`src/assert_macros.svh`:
```
// Assertion macros shared by the frustum culling RTL.
`ifndef ASSERT_MACROS_SVH
`define ASSERT_MACROS_SVH

// Check that a condition implies a consequent in the same cycle.
`define FCBS_ASSERT_IMP(label, clk, rst, ante, cons) \
   label: assert property (@(posedge clk) disable iff (rst) (ante) |-> (cons)) \
      else $error("frustum cull assertion failed");

// Check that a condition implies a consequent in the next cycle.
`define FCBS_ASSERT_NXT(label, clk, rst, ante, cons) \
   label: assert property (@(posedge clk) disable iff (rst) (ante) |=> (cons)) \
      else $error("frustum cull assertion failed");

`endif

```
`src/fcbs_pkg.sv`:
```
// Shared constants and types for the frustum culling block.
package fcbs_pkg;

   localparam int COORD_BITS_DEF       = 16;
   localparam int NORMAL_FRAC_BITS_DEF = 14;
   localparam int PLANE_COUNT          = 6;
   localparam int PLANE_FIELD_BITS     = 16;
   localparam int CSR_DATA_BITS        = 64;
   localparam int CSR_ADDR_BITS        = 6;
   localparam int CSR_INDEX_BITS       = 3;

   // Operation codes of an input item
   localparam logic OP_BOX    = 1'b0;
   localparam logic OP_SPHERE = 1'b1;

   // Visibility codes of a result
   localparam logic [1:0] VIS_OUTSIDE = 2'd0;
   localparam logic [1:0] VIS_PARTIAL = 2'd1;
   localparam logic [1:0] VIS_INSIDE  = 2'd2;

   typedef logic [CSR_DATA_BITS-1:0] plane_reg_type;

   // Per-plane test outcome handed to the final reduction
   typedef struct packed {
      logic box_hit;   // farthest box corner strictly in front
      logic sph_out;   // center distance at or below minus radius
      logic sph_in;    // center distance above radius
   } plane_flags_type;

endpackage

```
`src/fcbs_csr.sv`:
```
// APB-style register file holding the six frustum planes.
module fcbs_csr (
   input  logic                                     clock,
   input  logic                                     reset,
   input  logic                                     psel,
   input  logic                                     penable,
   input  logic                                     pwrite,
   input  logic [fcbs_pkg::CSR_ADDR_BITS-1:0]       paddr,
   input  logic [fcbs_pkg::CSR_DATA_BITS-1:0]       pwdata,
   output logic [fcbs_pkg::CSR_DATA_BITS-1:0]       prdata,
   output logic                                     pready,
   output fcbs_pkg::plane_reg_type                  planes [fcbs_pkg::PLANE_COUNT]
);

   fcbs_pkg::plane_reg_type                 plane_ff [fcbs_pkg::PLANE_COUNT];
   logic [fcbs_pkg::CSR_INDEX_BITS-1:0]     index;
   logic                                    index_ok;
   logic                                    wr_en;

   // Decode the register index from the 8-byte slot
   assign index    = paddr[fcbs_pkg::CSR_ADDR_BITS-1:3];
   assign index_ok = 32'(index) < fcbs_pkg::PLANE_COUNT;
   assign wr_en    = psel && penable && pwrite && index_ok;
   assign pready   = 1'b1;

   // Write the addressed plane at the end of the access cycle
   always_ff @(posedge clock) begin
      if (reset) begin
         for (int i = 0; i < fcbs_pkg::PLANE_COUNT; i++) begin
            plane_ff[i] <= '0;
         end
      end else if (wr_en) begin
         plane_ff[index] <= pwdata;
      end
   end

   // Return the addressed plane, zero beyond the list
   always_comb begin
      prdata = '0;
      if (index_ok) begin
         prdata = plane_ff[index];
      end
   end

   assign planes = plane_ff;

endmodule

```
`config.mk`:
```
export PLATFORM = sky130hd
export DESIGN_NAME = fcbs_csr
export DESIGN_NICKNAME = d
export VERILOG_FILES = /design/src/assert_macros.svh /design/src/fcbs_pkg.sv /design/src/fcbs_csr.sv
export SDC_FILE = /design/constraint.sdc
export NUM_CORES = 1
export LEC_CHECK = 0
export ABC_AREA = 1
export BUFFER_PORTS_ARGS = -buffer_cell sky130_fd_sc_hd__buf_2
export CAP_MARGIN = 20
export CORE_AREA = 2 2 235 237
export CTS_CLUSTER_DIAMETER = 200
export DETAILED_ROUTE_END_ITERATION = 12
export DIE_AREA = 0 0 237 239
export GPL_ROUTABILITY_DRIVEN = 0
export GPL_TIMING_DRIVEN = 0
export HOLD_SLACK_MARGIN = 0.03
export MAX_ROUTING_LAYER = met4
export SYNTH_ARGS = -nofsm -noshare
export SYNTH_HDL_FRONTEND = slang
export SYNTH_SLANG_ARGS = --single-unit
export TNS_END_PERCENT = 20
```
`constraint.sdc`:
```
create_clock -name clock -period 1.7 [get_ports clock]
set_clock_uncertainty 0.15 [all_clocks]
set_input_delay 0.17 -clock clock [delete_from_list [all_inputs] [get_ports clock]]
set_output_delay 0.17 -clock clock [all_outputs]
set_load 0.02 [all_outputs]
```
-- Yosys cells after proc, flatten, opt, wreduce, memory -nomap -nowiden
Cells that the tools add are included.
- bits in registers: 384
- input bits: 75
- output and inout bits: 449
- logic and storage cells: 21
- order comparisons: 3
- multiplexer cells: 7
- bitwise gates (word level): 1
- reduce and logical (&&, ||, !) cells: 4
- operators by type and width (operator ; count):
    384-bit bitwise mux ; 1
    64-bit 2-to-1 mux ; 4
    64-bit binary-select mux with 3-bit select ; 1
    64-bit demux with 3-bit select ; 1
    4-bit >= comparator (second input constant) ; 1
    1-bit logical AND ; 4
    4-bit by 1-bit < comparator with 1-bit output (second input constant) ; 1
    3-bit inverter with 4-bit output ; 1
    3-bit < comparator (second input constant) ; 1

-- Longest topological paths before layout
- depth after elaboration: 6
- mapped depth: 10
- gate-level depth less buffers: 7

-- Least setup slack after synthesis
No wires, ideal clock.
- kind: input -> output
- from: input paddr[3] in the netlist's numbering
- to: output prdata[10] in the netlist's numbering
- arrival: 1.144 ns
- data required time: 1.380 ns
- path slack: 0.236 ns
- stages on the path: 10
- path buffers: 3
- cell sequence: buf_4 inv_2 buf_2 buf_2 nand2_1 nand2_1 nand2_1 nand2_1 nand2_1 nand2_1
- cells in the longest elaborated chain, start to end: 5
- elaborated cells between the ends (all ways): 6
- those cells by class: 1 x order compare; 4 x mux; 1 x bitwise
- RTL lines (element ; line ; RTL):
    start: declaration ; fcbs_csr.sv:8 ; input logic [fcbs_pkg::CSR_ADDR_BITS-1:0] paddr,
    3-bit inverter with 4-bit output (implied by the code) ; fcbs_csr.sv:41 ; prdata = plane_ff[index];
    64-bit binary-select mux with 3-bit select ; fcbs_csr.sv:41 ;
    64-bit 2-to-1 mux (implied by the code) (2 in a row) ; fcbs_csr.sv:41 ;
    64-bit 2-to-1 mux (*) ; fcbs_csr.sv:40 ; if (index_ok) begin
    end: declaration ; fcbs_csr.sv:10 ; output logic [fcbs_pkg::CSR_DATA_BITS-1:0] prdata,
Every way passes the cells marked *; elsewhere a longest branch is shown, timed or not. The select of a mux whose other input is x is not followed.

-- Worst setup path in the final report
- from: register plane_ff, in the netlist planes[377]
- to: output prdata[57] in the netlist's numbering
- cells in the longest elaborated chain, start to end: 4
- RTL lines (element ; line ; RTL):
    start: declaration ; fcbs_csr.sv:15 ; fcbs_pkg::plane_reg_type plane_ff [fcbs_pkg::PLANE_COUNT];
    start signal: indexed assignment ; fcbs_csr.sv:33 ; plane_ff[index] <= pwdata;
    64-bit binary-select mux with 3-bit select ; fcbs_csr.sv:41 ;
    64-bit 2-to-1 mux (implied by the code) (2 in a row) ; fcbs_csr.sv:41 ;
    64-bit 2-to-1 mux ; fcbs_csr.sv:40 ;
Every way passes these cells. The select of a mux whose other input is x is not followed.

==> impl_metrics.json <==
{
  "inserted_clock_buffers": 45,
  "timing_hold_violations_final": 0,
  "path_clk_slew_ns": 0.06,
  "hpwl_um": 66100,
  "preCtsSetupSlack_ns": -1.00,
  "count_of_port_buffers_added_during_placement": 518,
  "endpoint_kind": "output pin",
  "layout.cell_area.non_filler_um2": 25900,
  "worstSetupStartpointType": "flop",
  "via_count": 22600,
  "root_buffer_master": "clkbuf_16",
  "gr-usage-met3_pct": 4.20,
  "core-area_um2": 54300,
  "totalWireLength_um": 92900,
  "layout.nets": 3900,
  "synthesized_area_fraction_occupied_by_xor_and_xnor_cells_pct": 0,
  "synth.yosys.seq_area_share_pct": 41.0,
  "crit_slowest_cell": "dfxtp_2",
  "timing_worst_setup_path_type": "reg2out",
  "setup_viol": 63,
  "synthesis.area_per_instance_um2": 5.98,
  "io-pin-count": 524,
  "final_slew_violations": 0,
  "synth_top_cell_area_share_pct": 41.0,
  "synthesis.yosys.warnings": 0,
  "timing.critical_path.required_ns": 1.38,
  "vias_per_cell": 4.95,
  "die_x_um": 237,
  "netlist_area_um2": 18800,
  "crit_buf_inv": 1,
  "largest_reg_flops": 384,
  "floorplan.initialDensity_pct": 34.5,
  "tightestPinTransition_ns": 1.20,
  "pwr_density_cell_nw_per_um2": 841,
  "ant_nets": 0,
  "setup_slack_ns": -0.120,
  "cts_max_path_buffers": 3,
  "die_height_um": 239,
  "timing.final.crit_period_ns": 1.82,
  "gr-usage-all-layers_pct": 32.2,
  "place_area_um2": 22200,
  "grt_remaining_overflow": 0,
  "filler_cell_count": 5895,
  "ir_worst_vdd_v": 0.000647,
  "insertion_delay_ns": 0.58,
  "fin_crit_sh_pct": 107,
  "grt_antenna_before_repair": 4,
  "top_usage_layer": "met2",
  "clock_sinks": 384,
  "area_growth_syn_to_layout_pct": 38.1,
  "grt_first_pass_wirelength_um": 131000,
  "commonest_cells_after_routing_fill_and_taps_aside": "nand2_1 (1,225), nor2_1 (817), buf_2 (557)",
  "mostFrequentLayoutCell": "nand2_1",
  "synth_cells": 3139,
  "grt_use_met2_pct": 49.4,
  "unrepaired_setup_endpoints_after_global_routing": "true",
  "first_pass_detailed_route_iteration_total": 5,
  "cts_tree": "yes",
  "worst_slew_margin_relative_to_its_limit_pct": 20.0,
  "violations": "setup timing",
  "gr-usage-met1_pct": 43.2,
  "crit_fanout": 3,
  "critPathTopFamily": "simple AND/OR/NAND/NOR gates",
  "synth.area.mux_share_pct": 0,
  "synth_area_leader": "dfxtp_1",
  "row_count": 86,
  "synth.net_count": 3214,
  "wl_per_cell_um": 20.4,
  "status": "finished with violations",
  "report.power.total_uw": 21800,
  "timing.max_cap.violations": 0,
  "static-leakage-power_uw": 0.0135,
  "complex_gate_fraction_of_the_synthesized_area_pct": 1.25,
  "synth_simple_gate_area_share_pct": 49.8,
  "grt_pass1_vias": 19700,
  "drc_errors": 0,
  "ys_seq_elements": 384,
  "finalCoreUtilization_pct": 47.7,
  "worstPathCellList": "nand2_2 > nand2_2 > nand2_1 > nand2_1 > nand2_1 > nand2_2 > buf_6",
  "worstHoldPathType": "in2reg",
  "max_stage_delay_ns": 0.35,
  "biggest_area_contributors_in_the_synthesized_netlist": "dfxtp_1 (41%), nand2_1 (25%), nor2_1 (16%)",
  "fraction_of_final_layout_cells_sized_beyond_drive_strength_1_pct": 28.9,
  "synth_cell_types": 18,
  "crit_arrival_ns": 1.50,
  "timing.fmax_ghz": 0.550,
  "synth-adder-area-share_pct": 0,
  "dominant_combinational_cell_family_by_area_after_synthesis": "simple AND/OR/NAND/NOR gates",
  "detailedRoute.firstIterationViolations": 2037,
  "hold_slack_ns": 0.0300,
  "design.die.area_um2": 56600,
  "maximum_number_of_pins_on_one_net_before_global_route_repair": 13,
  "clock_tree.htree_level_count": 2
}
==> through the flow <==
step                setup TNS, ns  cells
CTS                         -5.14   4537
global placement          -208.24   4361
floorplan                       0   3139
detailed placement        -213.16   4361
global route                -8.25   4561
finish                      -3.63   4563
==> logic make-up after synthesis <==
kind of cell	count (synthesis)
buf+inv	332
other cells	1
flops	384
compound gates	47
simple gates	2375
==> metal layers <==
metal  vias up  share of wire, %
li1      10900                 -
met1     10500                44
met2       976                45
met3       187               6.9
met4         0               3.9
met5         -                 0
==> Yosys cell counts, drive strengths merged <==
master	n
a21oi	47
dfxtp	384
nand3	280
nand2	1270
buf	164
clkbuf	52
inv	115
clkinv	1
nor2	825
conb	1
==> where the power goes <==
group | internal (µW) | total [µW] | switching, µW | leakage (µW)
Clock | 6100 | 10200 | 4100 | 0.000736
Combinational | 720 | 2390 | 1670 | 0.00950
Sequential | 9100 | 9210 | 104 | 0.00322
==> repair_timing <==
item,CTS,global route
endpoints found under the setup margin,66,103
pin swaps,19,35
gates resized for setup,386,151
hold buffers,66,0
buffers inserted,33,22
endpoints found under the hold margin,384,0
==> worst min-delay path: stages <==
cell     delay [ns]
buf_2          0.12
inv_2          0.08
nand3_2        0.09
nor2_4         0.11
nor2_1         0.11
nor2_1         0.05
==> worst paths after layout <==
path | slack, ns | to | from | cells after the start
worst max-delay path | -0.12 | prdata[57] | planes[377]$_SDFFE_PP0P_ | 7
worst min register to register | 0.34 | planes[331]$_SDFFE_PP0P_ | planes[331]$_SDFFE_PP0P_ | 2
worst max register to register | 0.79 | planes[285]$_SDFFE_PP0P_ | planes[285]$_SDFFE_PP0P_ | 3
worst min-delay path | 0.03 | planes[256]$_SDFFE_PP0P_ | paddr[5] | 6
==> layout make-up <==
class / instances / area, µm² / share of cell area, %
multi-input combinational: 2423 / 9710 / 37.5
antenna: 4 / 10.0 / 0.0386
buffer: 216 / 1320 / 5.10
clock inverter: 14 / 223 / 0.860
sequential: 384 / 8030 / 31.0
inverter: 116 / 435 / 1.68
tap: 704 / 881 / 3.40
timing repair buffer: 639 / 4030 / 15.5
clock buffer: 63 / 1270 / 4.92
Note: power is estimated with default switching activity, not from simulation.
