File: config.mk
export PLATFORM = sky130hd
export DESIGN_NAME = fcbs_plane_dist
export DESIGN_NICKNAME = d
export VERILOG_FILES = /design/src/assert_macros.svh /design/src/fcbs_pkg.sv /design/src/fcbs_plane_dist.sv
export SDC_FILE = /design/constraint.sdc
export NUM_CORES = 2
export LEC_CHECK = 0
export BUFFER_PORTS_ARGS = -buffer_cell sky130_fd_sc_hd__buf_2
export CAP_MARGIN = 20
export CORE_MARGIN = 4
export CORE_UTILIZATION = 30
export DETAILED_ROUTE_END_ITERATION = 8
export PLACE_DENSITY = 0.44
export SYNTH_ARGS = -nofsm -noshare
export SYNTH_HDL_FRONTEND = slang
export SYNTH_SLANG_ARGS = --single-unit
export TNS_END_PERCENT = 5
File: constraint.sdc
create_clock -name clock -period 8.5 [get_ports clock]
set_input_delay 0.425 -clock clock [delete_from_list [all_inputs] [get_ports clock]]
set_output_delay 0.425 -clock clock [all_outputs]
set_load 0.005 [all_outputs]
File: src/assert_macros.svh
// Assertion macros shared by the frustum culling RTL.
`ifndef ASSERT_MACROS_SVH
`define ASSERT_MACROS_SVH

// Check that a condition implies a consequent in the same cycle.
`define FCBS_ASSERT_IMP(label, clk, rst, ante, cons) \
   label: assert property (@(posedge clk) disable iff (rst) (ante) |-> (cons)) \
      else $error("frustum cull assertion failed");

// Check that a condition implies a consequent in the next cycle.
`define FCBS_ASSERT_NXT(label, clk, rst, ante, cons) \
   label: assert property (@(posedge clk) disable iff (rst) (ante) |=> (cons)) \
      else $error("frustum cull assertion failed");

`endif

File: src/fcbs_pkg.sv
// Shared constants and types for the frustum culling block.
package fcbs_pkg;

   localparam int COORD_BITS_DEF       = 16;
   localparam int NORMAL_FRAC_BITS_DEF = 14;
   localparam int PLANE_COUNT          = 6;
   localparam int PLANE_FIELD_BITS     = 16;
   localparam int CSR_DATA_BITS        = 64;
   localparam int CSR_ADDR_BITS        = 6;
   localparam int CSR_INDEX_BITS       = 3;

   // Operation codes of an input item
   localparam logic OP_BOX    = 1'b0;
   localparam logic OP_SPHERE = 1'b1;

   // Visibility codes of a result
   localparam logic [1:0] VIS_OUTSIDE = 2'd0;
   localparam logic [1:0] VIS_PARTIAL = 2'd1;
   localparam logic [1:0] VIS_INSIDE  = 2'd2;

   typedef logic [CSR_DATA_BITS-1:0] plane_reg_type;

   // Per-plane test outcome handed to the final reduction
   typedef struct packed {
      logic box_hit;   // farthest box corner strictly in front
      logic sph_out;   // center distance at or below minus radius
      logic sph_in;    // center distance above radius
   } plane_flags_type;

endpackage

File: src/fcbs_plane_dist.sv
// Three-stage plane distance pipeline for one frustum plane.
module fcbs_plane_dist #(
   parameter int COORD_BITS       = fcbs_pkg::COORD_BITS_DEF,
   parameter int NORMAL_FRAC_BITS = fcbs_pkg::NORMAL_FRAC_BITS_DEF
) (
   input  logic                          clock,
   input  logic signed [COORD_BITS-1:0]  center_x,
   input  logic signed [COORD_BITS-1:0]  center_y,
   input  logic signed [COORD_BITS-1:0]  center_z,
   input  logic        [COORD_BITS-2:0]  extent_x,
   input  logic        [COORD_BITS-2:0]  extent_y,
   input  logic        [COORD_BITS-2:0]  extent_z,
   input  logic        [COORD_BITS-2:0]  radius,
   input  fcbs_pkg::plane_reg_type       plane,
   output fcbs_pkg::plane_flags_type     flags
);

   localparam int FB  = fcbs_pkg::PLANE_FIELD_BITS;
   localparam int PB  = FB + COORD_BITS;                   // signed product
   localparam int AB  = FB + COORD_BITS - 1;               // unsigned abs product
   localparam int WB  = FB + NORMAL_FRAC_BITS;             // scaled offset
   localparam int RB  = COORD_BITS - 1 + NORMAL_FRAC_BITS; // scaled radius
   localparam int DW  = ((PB > WB) ? PB : WB) + 4;         // distance sum

   logic signed [FB-1:0] nx, ny, nz, w;
   logic        [FB-1:0] anx, any, anz;

   logic signed [PB-1:0] px_in, py_in, pz_in, px_ff, py_ff, pz_ff;
   logic        [AB-1:0] ax_in, ay_in, az_in, ax_ff, ay_ff, az_ff;
   logic signed [WB-1:0] ws_in, ws_ff;
   logic        [RB-1:0] rs_in, rs1_ff, rs2_ff;

   logic signed [DW-1:0] dc_in, dc_ff;
   logic        [DW-1:0] as_in, as_ff;
   logic signed [DW-1:0] db;
   logic signed [DW-1:0] rs_ext;
   fcbs_pkg::plane_flags_type flags_in, flags_ff;

   // Unpack the plane fields
   assign nx  = plane[FB-1:0];
   assign ny  = plane[2*FB-1:FB];
   assign nz  = plane[3*FB-1:2*FB];
   assign w   = plane[4*FB-1:3*FB];
   assign anx = nx[FB-1] ? FB'(-nx) : FB'(nx);
   assign any = ny[FB-1] ? FB'(-ny) : FB'(ny);
   assign anz = nz[FB-1] ? FB'(-nz) : FB'(nz);

   // Stage one: products of normal and center, magnitudes and extents
   always_comb begin
      px_in = PB'(nx) * PB'(center_x);
      py_in = PB'(ny) * PB'(center_y);
      pz_in = PB'(nz) * PB'(center_z);
      ax_in = AB'(anx) * AB'(extent_x);
      ay_in = AB'(any) * AB'(extent_y);
      az_in = AB'(anz) * AB'(extent_z);
      ws_in = {w, {NORMAL_FRAC_BITS{1'b0}}};
      rs_in = {radius, {NORMAL_FRAC_BITS{1'b0}}};
   end

   // Stage two: center distance and box reach
   always_comb begin
      dc_in = DW'(px_ff) + DW'(py_ff) + DW'(pz_ff) + DW'(ws_ff);
      as_in = DW'(ax_ff) + DW'(ay_ff) + DW'(az_ff);
   end

   // Stage three: farthest corner distance and sphere bounds
   always_comb begin
      rs_ext           = $signed(DW'(rs2_ff));
      db               = dc_ff + $signed(as_ff);
      flags_in.box_hit = db > 0;
      flags_in.sph_out = dc_ff <= -rs_ext;
      flags_in.sph_in  = dc_ff > rs_ext;
   end

   // Advance the pipeline every cycle
   always_ff @(posedge clock) begin
      px_ff    <= px_in;
      py_ff    <= py_in;
      pz_ff    <= pz_in;
      ax_ff    <= ax_in;
      ay_ff    <= ay_in;
      az_ff    <= az_in;
      ws_ff    <= ws_in;
      rs1_ff   <= rs_in;
      dc_ff    <= dc_in;
      as_ff    <= as_in;
      rs2_ff   <= rs1_ff;
      flags_ff <= flags_in;
   end

   assign flags = flags_ff;

endmodule

### After elaboration in Yosys (flattened, before gate mapping)

Cells that the tools add are included.

* latch bits: 0
* word-level logic and storage cells: 36
* memories kept: 0
* bits in registers: 306
* memory bits (writable): 0
* bits in read-only memories: 0
* output and inout bits: 3

* div/mod/pow operators: 0
* shifts and indexed selects: 0
* order comparisons: 3
* add/subtract/negate cells: 10
* multiply operators: 6
* multiplexer cells: 3
* reductions and logical operators: 0
* equality and inequality tests: 0
* bitwise gates (word level): 0

Operators by type and width (number)
* multiplier 16 x 16 -> 32 bit: 3
* multiplier 16 x 15 -> 31 bit: 3
* two-way mux 16 bit: 3
* negator 16 bit: 3
* adder 35 x 34 -> 36 bit: 1
* > comparator 36 x 1 -> 1 bit (second input constant): 1
* <= comparator 35 x 36 -> 1 bit: 1
* negator 29 -> 36 bit: 1
* adder 34 x 30 -> 35 bit: 1
* > comparator 35 x 30 -> 1 bit: 1
* adder 33 x 32 -> 34 bit: 1
* adder 32 x 31 -> 33 bit: 1
* adder 32 x 32 -> 33 bit: 1
* adder 31 x 31 -> 32 bit: 1

### Longest topological paths before layout

* depth after elaboration: 3
* depth in mapped cells: 32
* depth with buffers taken out: 32

### Least setup slack after synthesis

Ideal clock, no wire load.

* path kind: input-to-reg
* start point: input port plane[22]
* end point: register ay_ff[30]
* data arrival time: 7.527 ns
* stages: 29
* buffers on the path: 2
* setup slack: 0.853 ns
* path through: clkbuf_1 -> or4_1 -> or3_1 -> o31ai_1 -> xnor2_1 -> clkbuf_1 -> and2_1 -> fa_1 -> inv_1 -> fa_1 -> inv_1 -> fa_1 -> fa_1 -> fa_1 -> inv_1 -> fa_1 -> inv_1 -> ha_1 -> a21o_1 -> a21o_1 -> a21o_1 -> nor4b_2 -> o311ai_1 -> a21oi_2 -> nand2b_2 -> a21oi_2 -> a2111oi_4 -> o2bb2ai_1 -> xnor2_1

* cells in the longest elaborated chain, start to end: 3

RTL lines
* start, declared: RTL line fcbs_plane_dist.sv:14 `input fcbs_pkg::plane_reg_type plane,`
* negator 16 bit: RTL line fcbs_plane_dist.sv:45 `assign any = ny[FB-1] ? FB'(-ny) : FB'(ny);`
* two-way mux 16 bit *: RTL line fcbs_plane_dist.sv:45
* multiplier 16 x 15 -> 31 bit *: RTL line fcbs_plane_dist.sv:54 `ay_in = AB'(any) * AB'(extent_y);`
* named net ay_in[30]: RTL line fcbs_plane_dist.sv:29 `logic [AB-1:0] ax_in, ay_in, az_in, ax_ff, ay_ff, az_ff;`
* end signal, assigned: RTL line fcbs_plane_dist.sv:81 `ay_ff <= ay_in;`
* end, declared: RTL line fcbs_plane_dist.sv:29

The timed path passes the listed nets; every way through them passes the cells marked *.

### Worst setup path in the final report

* start point: input port plane[40]
* end point: register az_ff[29]

* cells in the longest elaborated chain, start to end: 3

RTL lines
* negator 16 bit: RTL line fcbs_plane_dist.sv:46 `assign anz = nz[FB-1] ? FB'(-nz) : FB'(nz);`
* two-way mux 16 bit *: RTL line fcbs_plane_dist.sv:46
* multiplier 16 x 15 -> 31 bit *: RTL line fcbs_plane_dist.sv:55 `az_in = AB'(anz) * AB'(extent_z);`
* named net az_in[29]: RTL line fcbs_plane_dist.sv:29
* end signal, assigned: RTL line fcbs_plane_dist.sv:82 `az_ff <= az_in;`
* end, declared: RTL line fcbs_plane_dist.sv:29

Marked as above.

==> results.cfg <==
[status]
status = finished, final reports clean

[timing]
max_freq_mhz = 130
tightest_slew_ns = 0.970
finalSetupViolCount = 0
layout_min_cycle_time_ns = 7.71
rsz0062_at_grt = no
max-slew-margin-rel_pct = 34.9
fin_crit_sh_pct = 90.7
finClkSkew_ns = 0.0274
finalMaxSlewViolations = 0
fin_tns_setup_ns = 0
final-hold-violation-count = 0

[job]
cap_violations = 0

[drt]
routedWlPerCell_um = 17.9
first_pass_iters = 5
routed_via_density = 4.59
routed_wl_um = 186000
drc = 0
vias = 47800
initialDrtViolationCount = 1849
drtAntennaViolNets = 0

[setup_path]
worstSetupStartpointType = primary input
critPathSlowestCell = fa_1
cp_common_cell = fa_1
r2r_end = dc_ff[34]
required_ns = 9.01
cp.arrival_ns = 8.23
reg2reg_from = py_ff[2]
crit_fanout = 13
cp-startpoint = plane[40]
reg2reg_slack_ns = 4.14
rr_worst_depth = 15
cpPeakStageDelay_ns = 0.54
cp-endpoint = az_ff[29]
critPathKind = primary input to flip-flop
end_kind = flip-flop

[clock_tree]
cts_made_buffers = 41
htree_levels = 2
cts_root_buffer = clkbuf_16
cts_num_sinks = 306
insertion_delay_ns = 0.60
cts.path.max_buffers = 3
cts_tree = done
clk_pin_slew_ns = 0.06

[floorplanning]
dieArea_um2 = 233000
die_h_um = 482
core_area_um2 = 223000
die_x_um = 482
start_util_pct = 30.3
pin_count = 176
rows = 173

[synth]
ys.warnings.count = 0
synth_cells = 7292
synth_cell_types = 92
syn_nets = 9556
synth-edff-count = 0
async_flop_share_pct = 0
synth_area_per_cell_um2 = 9.25
synth_seq_cells = 306
netlist_area_um2 = 67500
synthFlopType = dfxtp_1
ys_seq_area_share_pct = 9.08

[place]
gp_congestion = 0.833
hpwlAfterDp_um = 159000
port_buffers = 175

[layout]
areaGrowthSynthToFinish_pct = 9.16
drive_gt1_share_pct = 5.27
final_cell_mix = inv_1 (1598), fa_1 (1411), nand2_1 (788), and2_1 (779), ha_1 (680)
fin_nets = 9657
final_common_cell = inv_1
fill_cells = 23400

[global_route]
grt_max_degree = 32
antenna_found_initial = 26
grt_overflow = 0
grt_use_total_pct = 16.4
grt_pass1_vias = 52800
grt_pass1_wl_um = 298000

[hold_path]
hold_path_class = primary input to flip-flop
-- layer usage --
layer	global-route usage, %	vias up	share of wire, %	routed length [µm]
met5	0	-	0.0038	7
met4	5.51	2	3.9	7310
met3	1.59	207	3.4	6390
met2	29.1	780	50	94100
met1	21.0	24500	42	78700
li1	-	22300	-	-
-- per-stage QoR --
step	util (%)	instance area [µm²]	worst slack [ns]	cells	hold slack, ns
5_1_grt	33.0	73600	0.320	10400	0.248
4_1_cts	33.0	73600	0.836	10400	0.00368
6_report	33.0	73700	0.788	10400	0.275
2_1_floorplan	-	67500	0.853	7292	0.310
3_3_place_gp	32.3	71900	0.211	10300	0.318
3_5_place_dp	32.3	71900	0.245	10300	0.314
-- flip-flops by register name, indices dropped and copies added, names as in the netlist --
name	count
dc_ff	35
rs1_ff	15
rs2_ff	15
flags	3
ax_ff	31
px_ff	32
py_ff	32
pz_ff	32
ay_ff	31
az_ff	31
ws_ff	16
as_ff	33
-- worst max-delay path, delay by kind of cell --
family,cells,cell delay (ns)
adders and majority gates,7,3.32
AOI/OAI and AO/OA,8,1.56
xor gates and xnor gates,2,0.34
and+or+nand+nor,6,1.76
buffers and inverters,7,0.79
-- cells by family (layout without fill, tap and decap cells) --
| family | Yosys count | after routing | synth area share (%) |
|---|---|---|---|
| DFF | 306 | 306 | 9.08 |
| AOI/OAI and AO/OA | 659 | 659 | 6.49 |
| buffers and inverters | 1848 | 1981 | 10.3 |
| other | 0 | 16 | 0 |
| and+or+nand+nor | 2086 | 2086 | 15.7 |
| xor gates and xnor gates | 289 | 289 | 3.75 |
| adders and majority gates | 2091 | 2091 | 54.5 |
| muxes | 13 | 13 | 0.195 |
-- cell usage after synthesis (18+ instances only) --
cell type	instances	area share, %
and2_1	779	7.2
a31oi_1	25	0.23
o31ai_1	18	0.20
a211oi_1	34	0.38
o21bai_1	27	0.30
nor2b_1	28	0.26
and3_1	21	0.19
nand3_1	45	0.33
nor3_1	63	0.47
fa_1	1411	42
nor2_1	170	0.95
a21o_1	93	1.0
nand2_1	788	4.4
nand2b_1	72	0.67
clkbuf_1	235	1.3
nand4_1	27	0.25
nor4_1	22	0.20
xnor2_1	230	3.0
o21ai_0	118	0.88
ha_1	680	13
a21oi_1	174	1.3
xor2_1	59	0.77
o21a_1	40	0.45
dfxtp_1	306	9.1
or3_1	23	0.21
inv_1	1598	8.9
-- cell type report --
| class | count | area, µm² | share of cell area, % |
|---|---|---|---|
| Antenna cell | 16 | 40.0 | 0.0544 |
| Clock buffer | 48 | 1120 | 1.52 |
| Clock inverter | 27 | 265 | 0.360 |
| Inverter | 1600 | 6010 | 8.15 |
| Multi-Input combinational cell | 5138 | 54400 | 73.9 |
| Sequential cell | 306 | 6130 | 8.32 |
| Tap cell | 2975 | 3720 | 5.05 |
| Timing Repair Buffer | 306 | 1960 | 2.66 |
-- timing repair --
action,in CTS,in global routing
setup buffers,0,0
resized for setup,0,0
endpoints found under the setup margin,0,0
hold endpoints to repair,30,1
hold buffers,30,1
-- worst min path at each step --
stage                startpoint         end  slack, ns  cells past startpoint
global placement     rs1_ff[28]  rs2_ff[28]       0.32                      0
finish              center_z[0]    pz_ff[0]       0.27                      2
CTS                   plane[48]   ws_ff[14]      0.004                      1
floorplan            rs1_ff[14]  rs2_ff[14]       0.31                      0
global route        center_z[0]    pz_ff[0]       0.25                      2
detailed placement   rs1_ff[27]  rs2_ff[27]       0.31                      0
Power is not shown: default switching activity piles up to over one toggle a cycle in this logic, so the estimate is an artifact.
